`src/hdl/i2cms_pkg.sv`:
```
// Shared types, codes and constants of the I2C master transaction sequencer.
`timescale 1ns / 1ps

package i2cms_pkg;

    // Request and poll codes on the input tuser field
    localparam logic [3:0] OP_POLL        = 4'd0;
    localparam logic [3:0] OP_START       = 4'd1;
    localparam logic [3:0] OP_START_WAIT  = 4'd2;
    localparam logic [3:0] OP_STOP        = 4'd3;
    localparam logic [3:0] OP_READ_ACK    = 4'd4;
    localparam logic [3:0] OP_READ_NAK    = 4'd5;
    localparam logic [3:0] OP_READ_WORD   = 4'd6;
    localparam logic [3:0] OP_READ_ARRAY  = 4'd7;
    localparam logic [3:0] OP_READ_OMIT   = 4'd8;
    localparam logic [3:0] OP_WRITE       = 4'd9;
    localparam logic [3:0] OP_WRITE_2     = 4'd10;

    // Engine status codes (low three bits already masked)
    localparam logic [7:0] SC_START       = 8'h08;
    localparam logic [7:0] SC_REP_START   = 8'h10;
    localparam logic [7:0] SC_MT_SLA_ACK  = 8'h18;
    localparam logic [7:0] SC_MT_SLA_NACK = 8'h20;
    localparam logic [7:0] SC_MT_DATA_ACK = 8'h28;
    localparam logic [7:0] SC_MR_SLA_ACK  = 8'h40;
    localparam logic [7:0] SC_MR_SLA_NACK = 8'h48;
    localparam logic [7:0] STATUS_MASK    = 8'hF8;
    localparam logic [7:0] OMIT_NONE      = 8'hFF;

    // Queue between front and back
    localparam int QDEPTH  = 4;
    localparam int QPTR_W  = $clog2(QDEPTH);
    localparam int QCNT_W  = $clog2(QDEPTH + 1);

    // Stream widths
    localparam int S_TDATA_W = 72;
    localparam int S_TUSER_W = 4;
    localparam int M_TDATA_W = 72;

    typedef enum logic [7:0] {
        S_IDLE    = 8'b0000_0001,
        S_START   = 8'b0000_0010,
        S_ADDR    = 8'b0000_0100,
        S_STOP    = 8'b0000_1000,
        S_WAITDEV = 8'b0001_0000,
        S_READ    = 8'b0010_0000,
        S_WRITE   = 8'b0100_0000,
        S_FAIL    = 8'b1000_0000
    } fsm_t;

    typedef enum logic [2:0] {
        PEND_NONE  = 3'd0,
        PEND_RACK  = 3'd1,
        PEND_RNAK  = 3'd2,
        PEND_WORD  = 3'd3,
        PEND_ARRAY = 3'd4,
        PEND_WR    = 3'd5,
        PEND_WR2   = 3'd6
    } pend_t;

    typedef enum logic [2:0] {
        CMD_NONE  = 3'd0,
        CMD_START = 3'd1,
        CMD_SEND  = 3'd2,
        CMD_RACK  = 3'd3,
        CMD_RNAK  = 3'd4,
        CMD_STOP  = 3'd5
    } cmd_t;

    typedef enum logic [1:0] {
        KIND_POLL    = 2'd0,
        KIND_CONNECT = 2'd1,
        KIND_STOP    = 2'd2,
        KIND_DATA    = 2'd3
    } kind_t;

    // Classified item as it travels through the queue
    typedef struct packed {
        kind_t       kind;
        logic        wait_mode;
        pend_t       pend;
        logic [7:0]  address;
        logic [7:0]  len;
        logic [7:0]  mask;
        logic [7:0]  omit_tgt;
        logic [7:0]  d1;
        logic [7:0]  d2;
        logic        done;
        logic        sbusy;
        logic [7:0]  status;
        logic [7:0]  rx;
    } item_t;

    // One result item
    typedef struct packed {
        cmd_t        cmd;
        logic [7:0]  cbyte;
        logic        busy;
        logic        ew;
        logic [7:0]  eidx;
        logic [15:0] evalue;
        logic [7:0]  byte_val;
        logic [15:0] word_val;
        logic [7:0]  err;
    } result_t;

endpackage

```
`src/hdl/i2cms_front.sv`:
```
// Front end: decodes and classifies incoming items for the queue.
`timescale 1ns / 1ps

module i2cms_front
    import i2cms_pkg::*;
(
    input  logic [S_TUSER_W-1:0] s_tuser,
    input  logic [S_TDATA_W-1:0] s_tdata,
    output item_t                item
);

    logic [3:0] op;
    logic [7:0] len;
    logic [7:0] omit_pos;

    assign op       = s_tuser;
    assign len      = s_tdata[15:8];
    assign omit_pos = s_tdata[31:24];

    // Classify the operation code; unknown codes act as polls
    always_comb
    begin
        item.kind      = KIND_POLL;
        item.pend      = PEND_NONE;
        item.wait_mode = (op == OP_START_WAIT);
        case (op)
            OP_START, OP_START_WAIT: item.kind = KIND_CONNECT;
            OP_STOP:                 item.kind = KIND_STOP;
            OP_READ_ACK:
            begin
                item.kind = KIND_DATA;
                item.pend = PEND_RACK;
            end
            OP_READ_NAK:
            begin
                item.kind = KIND_DATA;
                item.pend = PEND_RNAK;
            end
            OP_READ_WORD:
            begin
                item.kind = KIND_DATA;
                item.pend = PEND_WORD;
            end
            OP_READ_ARRAY, OP_READ_OMIT:
            begin
                item.kind = KIND_DATA;
                item.pend = PEND_ARRAY;
            end
            OP_WRITE:
            begin
                item.kind = KIND_DATA;
                item.pend = PEND_WR;
            end
            OP_WRITE_2:
            begin
                item.kind = KIND_DATA;
                item.pend = PEND_WR2;
            end
            default:
            begin
                item.kind = KIND_POLL;
                item.pend = PEND_NONE;
            end
        endcase

        // Unpack fields, precompute the omitted slot and mask the status
        item.address  = s_tdata[7:0];
        item.len      = len;
        item.mask     = s_tdata[23:16];
        item.omit_tgt = (op == OP_READ_OMIT) ? 8'(len - omit_pos) : OMIT_NONE;
        item.d1       = s_tdata[39:32];
        item.d2       = s_tdata[47:40];
        item.done     = s_tdata[48];
        item.sbusy    = s_tdata[49];
        item.status   = s_tdata[57:50] & STATUS_MASK;
        item.rx       = s_tdata[65:58];
    end

endmodule

```
`src/hdl/i2cms_queue.sv`:
```
// Short queue of classified items between front and back.
`timescale 1ns / 1ps

module i2cms_queue
    import i2cms_pkg::*;
(
    input  logic  clk,
    input  logic  rst_n,
    input  logic  push,
    input  item_t push_item,
    output logic  not_full,
    input  logic  pop,
    output item_t head,
    output logic  not_empty
);

    item_t             slots_reg [QDEPTH];
    logic [QPTR_W-1:0] wr_ptr_reg;
    logic [QPTR_W-1:0] wr_ptr_next;
    logic [QPTR_W-1:0] rd_ptr_reg;
    logic [QPTR_W-1:0] rd_ptr_next;
    logic [QCNT_W-1:0] count_reg;
    logic [QCNT_W-1:0] count_next;

    assign not_full  = (count_reg != QCNT_W'(QDEPTH));
    assign not_empty = (count_reg != '0);
    assign head      = slots_reg[rd_ptr_reg];

    // Advance pointers and count
    always_comb
    begin
        wr_ptr_next = wr_ptr_reg;
        rd_ptr_next = rd_ptr_reg;
        count_next  = count_reg;
        if (push)
        begin
            wr_ptr_next = (wr_ptr_reg == QPTR_W'(QDEPTH - 1)) ? '0 : wr_ptr_reg + 1'b1;
        end
        if (pop)
        begin
            rd_ptr_next = (rd_ptr_reg == QPTR_W'(QDEPTH - 1)) ? '0 : rd_ptr_reg + 1'b1;
        end
        if (push && !pop)
        begin
            count_next = count_reg + 1'b1;
        end
        else if (pop && !push)
        begin
            count_next = count_reg - 1'b1;
        end
    end

    always_ff @(posedge clk or negedge rst_n)
    begin
        if (!rst_n)
        begin
            wr_ptr_reg <= '0;
            rd_ptr_reg <= '0;
            count_reg  <= '0;
        end
        else
        begin
            wr_ptr_reg <= wr_ptr_next;
            rd_ptr_reg <= rd_ptr_next;
            count_reg  <= count_next;
        end
    end

    // Store the pushed item
    always_ff @(posedge clk)
    begin
        if (push)
        begin
            slots_reg[wr_ptr_reg] <= push_item;
        end
    end

endmodule

```
`src/hdl/i2cms_back.sv`:
```
// Back end: sequencer state, engine commands and the registered result item.
`timescale 1ns / 1ps

module i2cms_back
    import i2cms_pkg::*;
(
    input  logic    clk,
    input  logic    rst_n,
    input  item_t   item,
    input  logic    item_valid,
    output logic    item_pop,
    output result_t res,
    output logic    res_valid,
    input  logic    res_ready
);

    fsm_t        st_reg,         st_next;
    pend_t       pend_reg,       pend_next;
    logic [7:0]  addr_reg,       addr_next;
    logic [7:0]  err_reg,        err_next;
    logic [15:0] word_reg,       word_next;
    logic        connecting_reg, connecting_next;
    logic        connected_reg,  connected_next;
    logic        msb_reg,        msb_next;
    logic        failed_reg,     failed_next;
    logic        stopreq_reg,    stopreq_next;
    logic        waitm_reg,      waitm_next;
    logic [7:0]  mask_reg,       mask_next;
    logic [7:0]  slot_reg,       slot_next;
    logic [7:0]  omit_reg,       omit_next;
    logic [7:0]  held_reg,       held_next;
    result_t     res_reg,        res_next;
    logic        res_valid_reg;

    logic [7:0]  remain;

    assign item_pop  = item_valid && (!res_valid_reg || res_ready);
    assign res       = res_reg;
    assign res_valid = res_valid_reg;
    assign remain    = word_reg[7:0];

    // Next state and result for the item at the queue head
    always_comb
    begin
        st_next         = st_reg;
        pend_next       = pend_reg;
        addr_next       = addr_reg;
        err_next        = err_reg;
        word_next       = word_reg;
        connecting_next = connecting_reg;
        connected_next  = connected_reg;
        msb_next        = msb_reg;
        failed_next     = failed_reg;
        stopreq_next    = stopreq_reg;
        waitm_next      = waitm_reg;
        mask_next       = mask_reg;
        slot_next       = slot_reg;
        omit_next       = omit_reg;
        held_next       = held_reg;
        res_next        = '0;
        res_next.cmd    = CMD_NONE;

        case (item.kind)
            KIND_CONNECT:
            begin
                connecting_next = 1'b1;
                if (item.wait_mode)
                begin
                    waitm_next = 1'b1;
                end
                addr_next = item.address;
            end
            KIND_STOP:
            begin
                stopreq_next = 1'b1;
            end
            KIND_DATA:
            begin
                // Ignore data requests while another is pending
                if (pend_reg == PEND_NONE)
                begin
                    pend_next = item.pend;
                    case (item.pend)
                        PEND_WORD:
                        begin
                            word_next = '0;
                            msb_next  = 1'b1;
                        end
                        PEND_ARRAY:
                        begin
                            mask_next      = item.mask;
                            slot_next      = '0;
                            word_next[7:0] = item.len;
                            msb_next       = 1'b1;
                            omit_next      = item.omit_tgt;
                        end
                        PEND_WR:  word_next[7:0] = item.d1;
                        PEND_WR2: word_next      = {item.d1, item.d2};
                        default: ;
                    endcase
                end
            end
            default:
            begin
                // Poll: one step of the sequencer
                case (st_reg)
                    S_IDLE:
                    begin
                        if (connecting_reg)
                        begin
                            res_next.cmd = CMD_START;
                            st_next      = S_START;
                        end
                        else if (stopreq_reg && pend_reg == PEND_NONE && connected_reg)
                        begin
                            res_next.cmd = CMD_STOP;
                            st_next      = S_STOP;
                        end
                        else if (pend_reg inside {PEND_RACK, PEND_WORD, PEND_ARRAY})
                        begin
                            res_next.cmd = CMD_RACK;
                            st_next      = S_READ;
                        end
                        else if (pend_reg == PEND_RNAK)
                        begin
                            res_next.cmd = CMD_RNAK;
                            st_next      = S_READ;
                        end
                        else if (pend_reg inside {PEND_WR, PEND_WR2})
                        begin
                            res_next.cmd   = CMD_SEND;
                            res_next.cbyte = (pend_reg == PEND_WR) ? word_reg[7:0]
                                                                   : word_reg[15:8];
                            st_next        = S_WRITE;
                        end
                    end
                    S_START:
                    begin
                        if (item.done)
                        begin
                            if (item.status != SC_START && item.status != SC_REP_START)
                            begin
                                st_next  = S_FAIL;
                                err_next = item.status;
                            end
                            else
                            begin
                                res_next.cmd   = CMD_SEND;
                                res_next.cbyte = addr_reg;
                                st_next        = S_ADDR;
                            end
                        end
                    end
                    S_ADDR:
                    begin
                        if (item.done)
                        begin
                            if (!waitm_reg && item.status != SC_MT_SLA_ACK
                                && item.status != SC_MR_SLA_ACK)
                            begin
                                st_next  = S_FAIL;
                                err_next = item.status;
                            end
                            else if (waitm_reg && (item.status == SC_MT_SLA_NACK
                                     || item.status == SC_MR_SLA_NACK))
                            begin
                                // Device not there yet: stop and retry later
                                res_next.cmd = CMD_STOP;
                                st_next      = S_WAITDEV;
                            end
                            else
                            begin
                                connecting_next = 1'b0;
                                connected_next  = 1'b1;
                                waitm_next      = 1'b0;
                                st_next         = S_IDLE;
                            end
                        end
                    end
                    S_WAITDEV:
                    begin
                        if (!item.sbusy)
                        begin
                            st_next = S_IDLE;
                        end
                    end
                    S_STOP:
                    begin
                        if (!item.sbusy)
                        begin
                            connected_next = 1'b0;
                            stopreq_next   = 1'b0;
                            pend_next      = PEND_NONE;
                            st_next        = S_IDLE;
                        end
                    end
                    S_READ:
                    begin
                        if (item.done)
                        begin
                            case (pend_reg)
                                PEND_RACK, PEND_RNAK:
                                begin
                                    word_next[7:0] = item.rx;
                                    pend_next      = PEND_NONE;
                                    st_next        = S_IDLE;
                                end
                                PEND_WORD:
                                begin
                                    if (msb_reg)
                                    begin
                                        word_next    = {item.rx, 8'h00};
                                        msb_next     = 1'b0;
                                        res_next.cmd = CMD_RNAK;
                                    end
                                    else
                                    begin
                                        word_next = word_reg | {8'h00, item.rx};
                                        pend_next = PEND_NONE;
                                        st_next   = S_IDLE;
                                    end
                                end
                                PEND_ARRAY:
                                begin
                                    if (msb_reg)
                                    begin
                                        held_next    = item.rx & mask_reg;
                                        msb_next     = 1'b0;
                                        res_next.cmd = (remain < 8'd2) ? CMD_RNAK : CMD_RACK;
                                    end
                                    else
                                    begin
                                        res_next.ew     = 1'b1;
                                        res_next.eidx   = slot_reg;
                                        res_next.evalue = {held_reg, item.rx};
                                        if (remain < 8'd2)
                                        begin
                                            pend_next = PEND_NONE;
                                            st_next   = S_IDLE;
                                        end
                                        else
                                        begin
                                            // Omitted slot is overwritten by the next element
                                            if (!omit_reg[7] && remain == omit_reg)
                                            begin
                                                omit_next = OMIT_NONE;
                                            end
                                            else
                                            begin
                                                slot_next      = slot_reg + 8'd1;
                                                word_next[7:0] = remain - 8'd1;
                                            end
                                            msb_next     = 1'b1;
                                            res_next.cmd = CMD_RACK;
                                        end
                                    end
                                end
                                default: ;
                            endcase
                        end
                    end
                    S_WRITE:
                    begin
                        if (item.done)
                        begin
                            if (item.status != SC_MT_DATA_ACK)
                            begin
                                st_next  = S_FAIL;
                                err_next = item.status;
                            end
                            else if (pend_reg == PEND_WR2)
                            begin
                                pend_next = PEND_WR;
                                st_next   = S_IDLE;
                            end
                            else
                            begin
                                pend_next = PEND_NONE;
                                st_next   = S_IDLE;
                            end
                        end
                    end
                    S_FAIL:
                    begin
                        // Latch the sticky failure and drop the operation
                        failed_next = 1'b1;
                        pend_next   = PEND_NONE;
                        st_next     = S_IDLE;
                    end
                    default: ;
                endcase
            end
        endcase

        // Status fields reflect the updated state
        res_next.busy     = (st_next != S_IDLE || waitm_next || pend_next != PEND_NONE
                             || stopreq_next) && !failed_next;
        res_next.byte_val = word_next[7:0];
        res_next.word_val = word_next;
        res_next.err      = failed_next ? err_next : 8'h00;
    end

    // State and output register
    always_ff @(posedge clk or negedge rst_n)
    begin
        if (!rst_n)
        begin
            st_reg         <= S_IDLE;
            pend_reg       <= PEND_NONE;
            addr_reg       <= '0;
            err_reg        <= '0;
            word_reg       <= '0;
            connecting_reg <= 1'b0;
            connected_reg  <= 1'b0;
            msb_reg        <= 1'b0;
            failed_reg     <= 1'b0;
            stopreq_reg    <= 1'b0;
            waitm_reg      <= 1'b0;
            mask_reg       <= '0;
            slot_reg       <= '0;
            omit_reg       <= '0;
            held_reg       <= '0;
            res_valid_reg  <= 1'b0;
            res_reg        <= '0;
        end
        else
        begin
            if (item_pop)
            begin
                st_next_apply: begin end
                st_reg         <= st_next;
                pend_reg       <= pend_next;
                addr_reg       <= addr_next;
                err_reg        <= err_next;
                word_reg       <= word_next;
                connecting_reg <= connecting_next;
                connected_reg  <= connected_next;
                msb_reg        <= msb_next;
                failed_reg     <= failed_next;
                stopreq_reg    <= stopreq_next;
                waitm_reg      <= waitm_next;
                mask_reg       <= mask_next;
                slot_reg       <= slot_next;
                omit_reg       <= omit_next;
                held_reg       <= held_next;
                res_reg        <= res_next;
                res_valid_reg  <= 1'b1;
            end
            else if (res_ready)
            begin
                res_valid_reg <= 1'b0;
            end
        end
    end

endmodule

```
`src/hdl/i2c_master_transaction_sequencer_top.sv`:
```
// I2C master transaction sequencer: one result item for every input item.
// Result path: the input item is written into the queue, then the result register is loaded.
// Throughput: one item per cycle while the queue is not full; the 4-entry queue decouples input from a stalled output.
// Reset (rst_n, async, active low) clears the queue, the sequencer state and the result.
`timescale 1ns / 1ps

module i2c_master_transaction_sequencer_top
    import i2cms_pkg::*;
(
    input  logic                 clk,
    input  logic                 rst_n,
    input  logic                 s_tvalid,
    output logic                 s_tready,
    // target_address, length, read_mask, omit_position, data_first, data_second,
    // transfer_done, stop_busy, bus_status, bus_data, zero pad
    input  logic [S_TDATA_W-1:0] s_tdata,
    // operation
    input  logic [S_TUSER_W-1:0] s_tuser,
    output logic                 m_tvalid,
    input  logic                 m_tready,
    // engine_command, command_byte, busy_res, element_write, element_index,
    // element_value, byte_value, word_value, error_status, zero pad
    output logic [M_TDATA_W-1:0] m_tdata
);

    item_t   front_item;
    item_t   head_item;
    logic    q_not_full;
    logic    q_not_empty;
    logic    q_pop;
    result_t res;

    i2cms_front u_front
    (
        .s_tuser (s_tuser),
        .s_tdata (s_tdata),
        .item    (front_item)
    );

    i2cms_queue u_queue
    (
        .clk       (clk),
        .rst_n     (rst_n),
        .push      (s_tvalid && q_not_full),
        .push_item (front_item),
        .not_full  (q_not_full),
        .pop       (q_pop),
        .head      (head_item),
        .not_empty (q_not_empty)
    );

    i2cms_back u_back
    (
        .clk        (clk),
        .rst_n      (rst_n),
        .item       (head_item),
        .item_valid (q_not_empty),
        .item_pop   (q_pop),
        .res        (res),
        .res_valid  (m_tvalid),
        .res_ready  (m_tready)
    );

    assign s_tready = q_not_full;

    // Pack result fields, lowest first
    assign m_tdata = {3'b000, res.err, res.word_val, res.byte_val, res.evalue, res.eidx,
                      res.ew, res.busy, res.cbyte, res.cmd};

endmodule
```
`config.mk`:
```
export PLATFORM = sky130hd
export DESIGN_NAME = i2c_master_transaction_sequencer_top
export DESIGN_NICKNAME = d
export VERILOG_FILES = /design/src/hdl/i2cms_pkg.sv /design/src/hdl/i2cms_front.sv /design/src/hdl/i2cms_queue.sv /design/src/hdl/i2cms_back.sv /design/src/hdl/i2c_master_transaction_sequencer_top.sv
export SDC_FILE = /design/constraint.sdc
export NUM_CORES = 1
export LEC_CHECK = 0
export BUFFER_PORTS_ARGS = -buffer_cell sky130_fd_sc_hd__buf_4
export CAP_MARGIN = 30
export CORE_ASPECT_RATIO = 1.1
export CORE_UTILIZATION = 55
export DETAILED_ROUTE_END_ITERATION = 10
export MAX_ROUTING_LAYER = met4
export PLACE_DENSITY = 0.81
export SLEW_MARGIN = 20
export SYNTH_ARGS = -nofsm -noshare
export SYNTH_HDL_FRONTEND = slang
export SYNTH_HIERARCHICAL = 1
export SYNTH_SLANG_ARGS = --single-unit
```
`constraint.sdc`:
```
create_clock -name clk -period 4.55 [get_ports clk]
set_input_delay 0.91 -clock clk [delete_from_list [all_inputs] [get_ports clk]]
set_output_delay 0.91 -clock clk [all_outputs]
set_load 0.02 [all_outputs]
```
---- Yosys cells after proc, flatten, opt, wreduce, memory -nomap -nowiden ----
Memory sizes are Yosys's and may differ from the RTL's.
Cells that the tools add are included.
operators by class
  bitwise operators ....................... 5
  eq/ne operators ......................... 60
  mux-type cells .......................... 140
  order comparisons ....................... 1
  add/sub/neg operators ................... 7
  reduce and logical (&&, ||, !) cells .... 60
operator list
  operator              number
  $mux W8               51
  $mux W25              5
  $pmux W8 S3           3
  $mux W3               22
  $mux W16              4
  $pmux W8 S2           4
  $pmux W8 S7           1
  $pmux W16 S2          1
  $pmux W8 S4           1
  $reduce_and A10 Y1    3
  $mux W1               27
  $pmux W3 S4           2
  $mux W11              2
  $ne A2 B2 Y1 const B  11
  $reduce_bool A2 Y1    11
  $reduce_and A7 Y1     3
  $mux W10              2
  $eq A3 B3 Y1 const B  6
  $pmux W3 S6           1
  $eq A4 B3 Y1 const B  4
  $eq A8 B6 Y1 const B  2
  $eq A8 B7 Y1 const B  2
  $ne A8 B5 Y1 const B  2
  $or A16 B8 Y16        1
  48 further kinds      102
storage, ports and cells
  output and inout port bits .............. 74
  bits in writable memories ............... 276
  input bits .............................. 80
  memories ................................ 1
  word-level logic and storage cells ...... 301
  register bits ........................... 134
memory list
  name               depth  width  rd ports  clocked after Yosys merged registers in  write ports  line               source
  u_queue.slots_reg  4      69     1         0                                        1            i2cms_queue.sv:17  item_t slots_reg [QDEPTH];

---- Logic depth before layout (Yosys ltp) ----
  depth after elaboration ................. 14
  depth in mapped cells ................... 14
  depth with buffers taken out ............ 11

---- Cells and area by module ----
Netlist, hierarchy kept.
modules (own cells, without submodules)
  module                                instances  area an instance (um^2)  cells an instance
  i2cms_queue                           1          10809.1                  414
  i2cms_back                            1          7243.2                   793
  i2cms_front                           1          952.2                    128
  i2c_master_transaction_sequencer_top  1          32.5                     5

---- Worst setup path before layout ----
No wires, ideal clock.
  path type ............................... register to register
  start ................................... register u_queue.rd_ptr_reg[0]
  end ..................................... register u_back.err_reg[0]
  setup slack ............................. 1.165 ns
  required time ........................... 4.425 ns
  setup time .............................. 0.125 ns
  cell stages (with the launch flop) ...... 13
  arrival ................................. 3.260 ns
  period minus slack after synthesis ...... 3.385 ns
  buffers on the path ..................... 4
  cells stage by stage .................... dfrtp_1 > buf_6 > buf_6 > mux4_2 > or4_4 > nor4_2 > nor2b_1 > a31o_1 > o22a_1 > buf_6 > and2_4 > buf_6 > mux2_4
on the way
  longest elaborated chain between the ends .. 8
  elaborated cells between the ends (all ways) .. 21
RTL lines
  item                    line               source
  start, declared         i2cms_queue.sv:20  logic [QPTR_W-1:0] rd_ptr_reg;
  start signal, assigned  i2cms_queue.sv:64  rd_ptr_reg <= rd_ptr_next;
  $mem_v2 Z4 W69 (*)      --
  $ne A8 B5 Y1            i2cms_back.sv:158  if (!waitm_reg && item.status != SC_MT_SLA_ACK
  $logic_and A1 B1 Y1     i2cms_back.sv:158
  $logic_and A1 B1 Y1     i2cms_back.sv:159  && item.status != SC_MR_SLA_ACK)
  $mux W8                 i2cms_back.sv:158
  $mux W8                 i2cms_back.sv:156  if (item.done)
  $pmux W8 S3             i2cms_back.sv:106  case (st_reg)
  $mux W8 (*)             i2cms_back.sv:63   case (item.kind)
  end signal, assigned    i2cms_back.sv:334  err_reg <= err_next;
  end, declared           i2cms_back.sv:20   logic [7:0] err_reg, err_next;
Mark *: on every way between the ends. The rest lies on a longest branch, timed or not.
A chain may end at the register's enable or synchronous reset.

---- Worst setup path after layout ----
  start ................................... register u_queue.rd_ptr_reg[0]
  end ..................................... register u_back.res_reg, in the netlist u_back/res[57]
on the way
  longest elaborated chain between the ends .. 14
  elaborated cells between the ends (all ways) .. 55
RTL lines
  item                                          line                                  source
  $mem_v2 Z4 W69 (*)                            --
  $eq A8 B6 Y1 or $eq A8 B7 Y1 (tied branches)  i2cms_back.sv:164, i2cms_back.sv:165
  $logic_or A1 B1 Y1                            i2cms_back.sv:165                     || item.status == SC_MR_SLA_NACK))
  $logic_and A1 B1 Y1                           i2cms_back.sv:164                     else if (waitm_reg && (item.status == SC_MT_SLA_NACK
  $mux W5                                       i2cms_back.sv:164
  $mux W8                                       i2cms_back.sv:158
  $mux W8                                       i2cms_back.sv:156
  $pmux W8 S7                                   i2cms_back.sv:106
  $mux W8                                       i2cms_back.sv:63
  $ne A8 B1 Y1                                  i2cms_back.sv:296                     res_next.busy = (st_next != S_IDLE || waitm_next || pend_next != PEND_NONE
  $logic_or A1 B1 Y1 (2 in series)              i2cms_back.sv:296
  $logic_or A1 B1 Y1                            i2cms_back.sv:297                     || stopreq_next) && !failed_next;
  $logic_and A1 B1 Y1 (*)                       i2cms_back.sv:297
  end signal, assigned                          i2cms_back.sv:346                     res_reg <= res_next;
  end, declared                                 i2cms_back.sv:32                      result_t res_reg, res_next;
Marked as above.

==> key figures <==
Status
  – Status: finished with violations
  – Failing checks: design-rule violations

Pwr
  – Maximum vdd drop: 0.381 mV
  – Static Leak: 8.11 nW
  – Power, Total: 13.5 mW
  – Power Dens Cells: between 600 and 700 mW/mm^2

Floorplanning
  – Core area: 0.0341 sq mm
  – Boundary Pins: about 150
  – Die ar.: 0.0354 sq mm
  – Die Ht: 197 um
  – Rows: 71
  – Die X-Extent: between 150 and 200 um
  – Initial cell density of the core: 55.8%

Setup path
  – CP Class: register to register
  – Max FO, Critical Path: 22
  – Critical Path RT: between 4 and 5 ns
  – CP Capture Type: register
  – Worst EP arrival: 4.29 ns
  – Crit path launch type: register

Yosys
  – Post-synth EDFFs: 288
  – Yosys reg bits: 422
  – Sequential cell area fraction in the yosys report: 63.0%
  – Top cell type's share of synthesized area: a little under half
  – Dominant synthesized flop cell: edfxtp_1
  – Gate Count Post-Synth: 1340
  – Netlist Area Pre-Place: 0.0190 sq mm
  – Fraction of registers with async set/reset: about a third
  – Yosys warns: 6
  – Synth area leader: edfxtp_1
  – Top post-synthesis cells by area: edfxtp_1 (45%), dfrtp_1 (17%), mux4_2 (8.5%)
  – Netlist cell types: 95
  – Avg Cell Area, Syn: 14.2 sq um

Clock network
  – Clock root cell: clkbuf_16
  – Worst-Skew Late Latency: ~0.54 ns
  – Max Buffers Root-to-Sink: 3
  – TritonCTS buffer count: 42
  – CTS H-tree lvls: 2
  – Post-CTS Repair Setup Buffers: 0
  – Cts repair resizes: 0
  – CTS tree: done
  – Clock sink count: 422
  – Clock transition at path regs: around 0.06 ns
  – Hold Buf Count CTS: 0

Route
  – Via/cell ratio: 6.12
  – Drt total wl: 42200 um
  – Wire per inst: 22.3 um
  – Initial drt markers: 1014
  – Via count: 11555
  – Router iterations before antenna repair: 10
  – Routed Antenna Nets: 0
  – DRC Markers: 12

STA
  – Final hold vios: 0
  – Max Slew Vio Count: 0
  – RSZ-0062 raised after global routing: no
  – Final min period: a little under 4 ns
  – Tcrit/Tclk final: a little over four fifths
  – Worst slew margin: 39.9%
  – Setup Viol. Count Final: 0
  – Fmax: 259 MHz
  – Worst-Margin Slew: 0.901 ns
  – Total Neg Setup Slack: 0 ns
  – Final Skew: roughly 0.014 ns
  – Hold Slack: 0.360 ns

Global routing
  – Gr ovfl total: 0
  – Global-route wire length before repair: between 60000 and 70000 um
  – Global-route usage over all layers: 25.3%
  – Initial antenna violation count: 0
  – Vias in the first global route: 11398
  – Largest net degree at the start of global routing: 64

Placement
  – Port Buffers: 141
  – Placed wire-length estimate: 27900 um
  – RD Place Congestion: 0.914

Run
  – MaxCap Viol Count: 0

Cells and area
  – Final core occ: a little over three fifths
  – Most frequent cells in the layout: edfxtp_1 (288), buf_4 (165), dfrtp_1 (131)
  – Max reg flops: 288
  – Layout cells sized above 1: 25.0%
  – Ant. Diodes: 0
  – Filler cell count: 2475
  – Layout area overhead: 12.5%
  – Commonest non-fill, non-tap cell in the layout: edfxtp_1
  – Net count, final: 1517

Worst hold path
  – Worst hold path type: input pin to asynchronous set/reset pin
[per-stage QoR]
step	setup WS [ns]	std cells	instance area [sq um]
2_1_floorplan	1.16	1344	19100
3_3_place_gp	0.701	1809	20000
3_5_place_dp	0.698	1809	20000
4_1_cts	0.679	1887	21400
5_1_grt	0.382	1888	21400
6_report	0.693	1888	21400
[area by class of cell]
type | instances | area [sq um] | area share, %
inverter | 34 | 128 | 0.596
tap | 438 | 548 | 2.56
clock buffer | 59 | 1230 | 5.74
timing repair buffer | 167 | 1280 | 5.96
clock inverter | 19 | 180 | 0.841
multi-input combinational | 749 | 6050 | 28.3
sequential | 422 | 12000 | 56.1
[routing by layer]
layer | vias up | GRT usage [%] | part of all wire [%]
li1 | 5190 | - | -
met1 | 5840 | 33.1 | 41
met2 | 435 | 40.7 | 50
met3 | 90 | 3.52 | 5.9
met4 | 0 | 9.03 | 3.2
met5 | - | - | 0
[synth_stat cells, drive strengths merged, types with 20 or more instances]
cell / n
edfxtp: 288
dfrtp: 133
buf: 107
nand2: 106
o21ai: 86
mux4: 72
nor2: 69
a21oi: 47
inv: 33
clkbuf: 32
a22o: 29
mux2: 28
mux2i: 23
a31oi: 20
nor3: 20
[power breakdown]
group / total, mW / switching (mW) / internal, mW
combinational: 4.54 / 2.66 / 1.88
sequential: 5.50 / 0.560 / 4.94
clock: 3.49 / 1.42 / 2.07
[path summary, 6_finish.rpt]
path | from | endpoint | slack, ns | cells past startpoint
max | u_queue/rd_ptr_reg[0] | u_back/res[57] | 0.69 | 9
min | rst_n | u_back/err_reg[7] | 0.36 | 1
max reg2reg | u_queue/rd_ptr_reg[0] | u_back/res[57] | 0.69 | 9
min reg2reg | u_back/held_reg[6] | u_back/held_reg[6] | 0.48 | 2
max in group asynchronous | rst_n | u_back/st_reg[0] | 3.26 | 2
min in group clk | u_back/held_reg[6] | u_back/held_reg[6] | 0.48 | 2
[worst max-delay path: stages, from the launching register on]
cell and delay (ns):
dfrtp_4 0.68, mux4_2 0.61, nor4_1 0.49, nand3_1 0.26
a22o_1 0.34, o41ai_2 0.38, o211ai_1 0.16, a2111oi_0 0.45
nand4_1 0.15, o221a_1 0.22
[cells by family after synthesis]
family / share of synthesized area [%]
AOI/OAI and AO/OA: 9.21
and+or+nand+nor: 8.51
DFF: 63.0
other: 0.0394
buffers and inverters: 5.33
adders and majority gates: 1.46
muxes: 11.5
xor gates and xnor gates: 0.874
(Power assumes the default switching activity.)
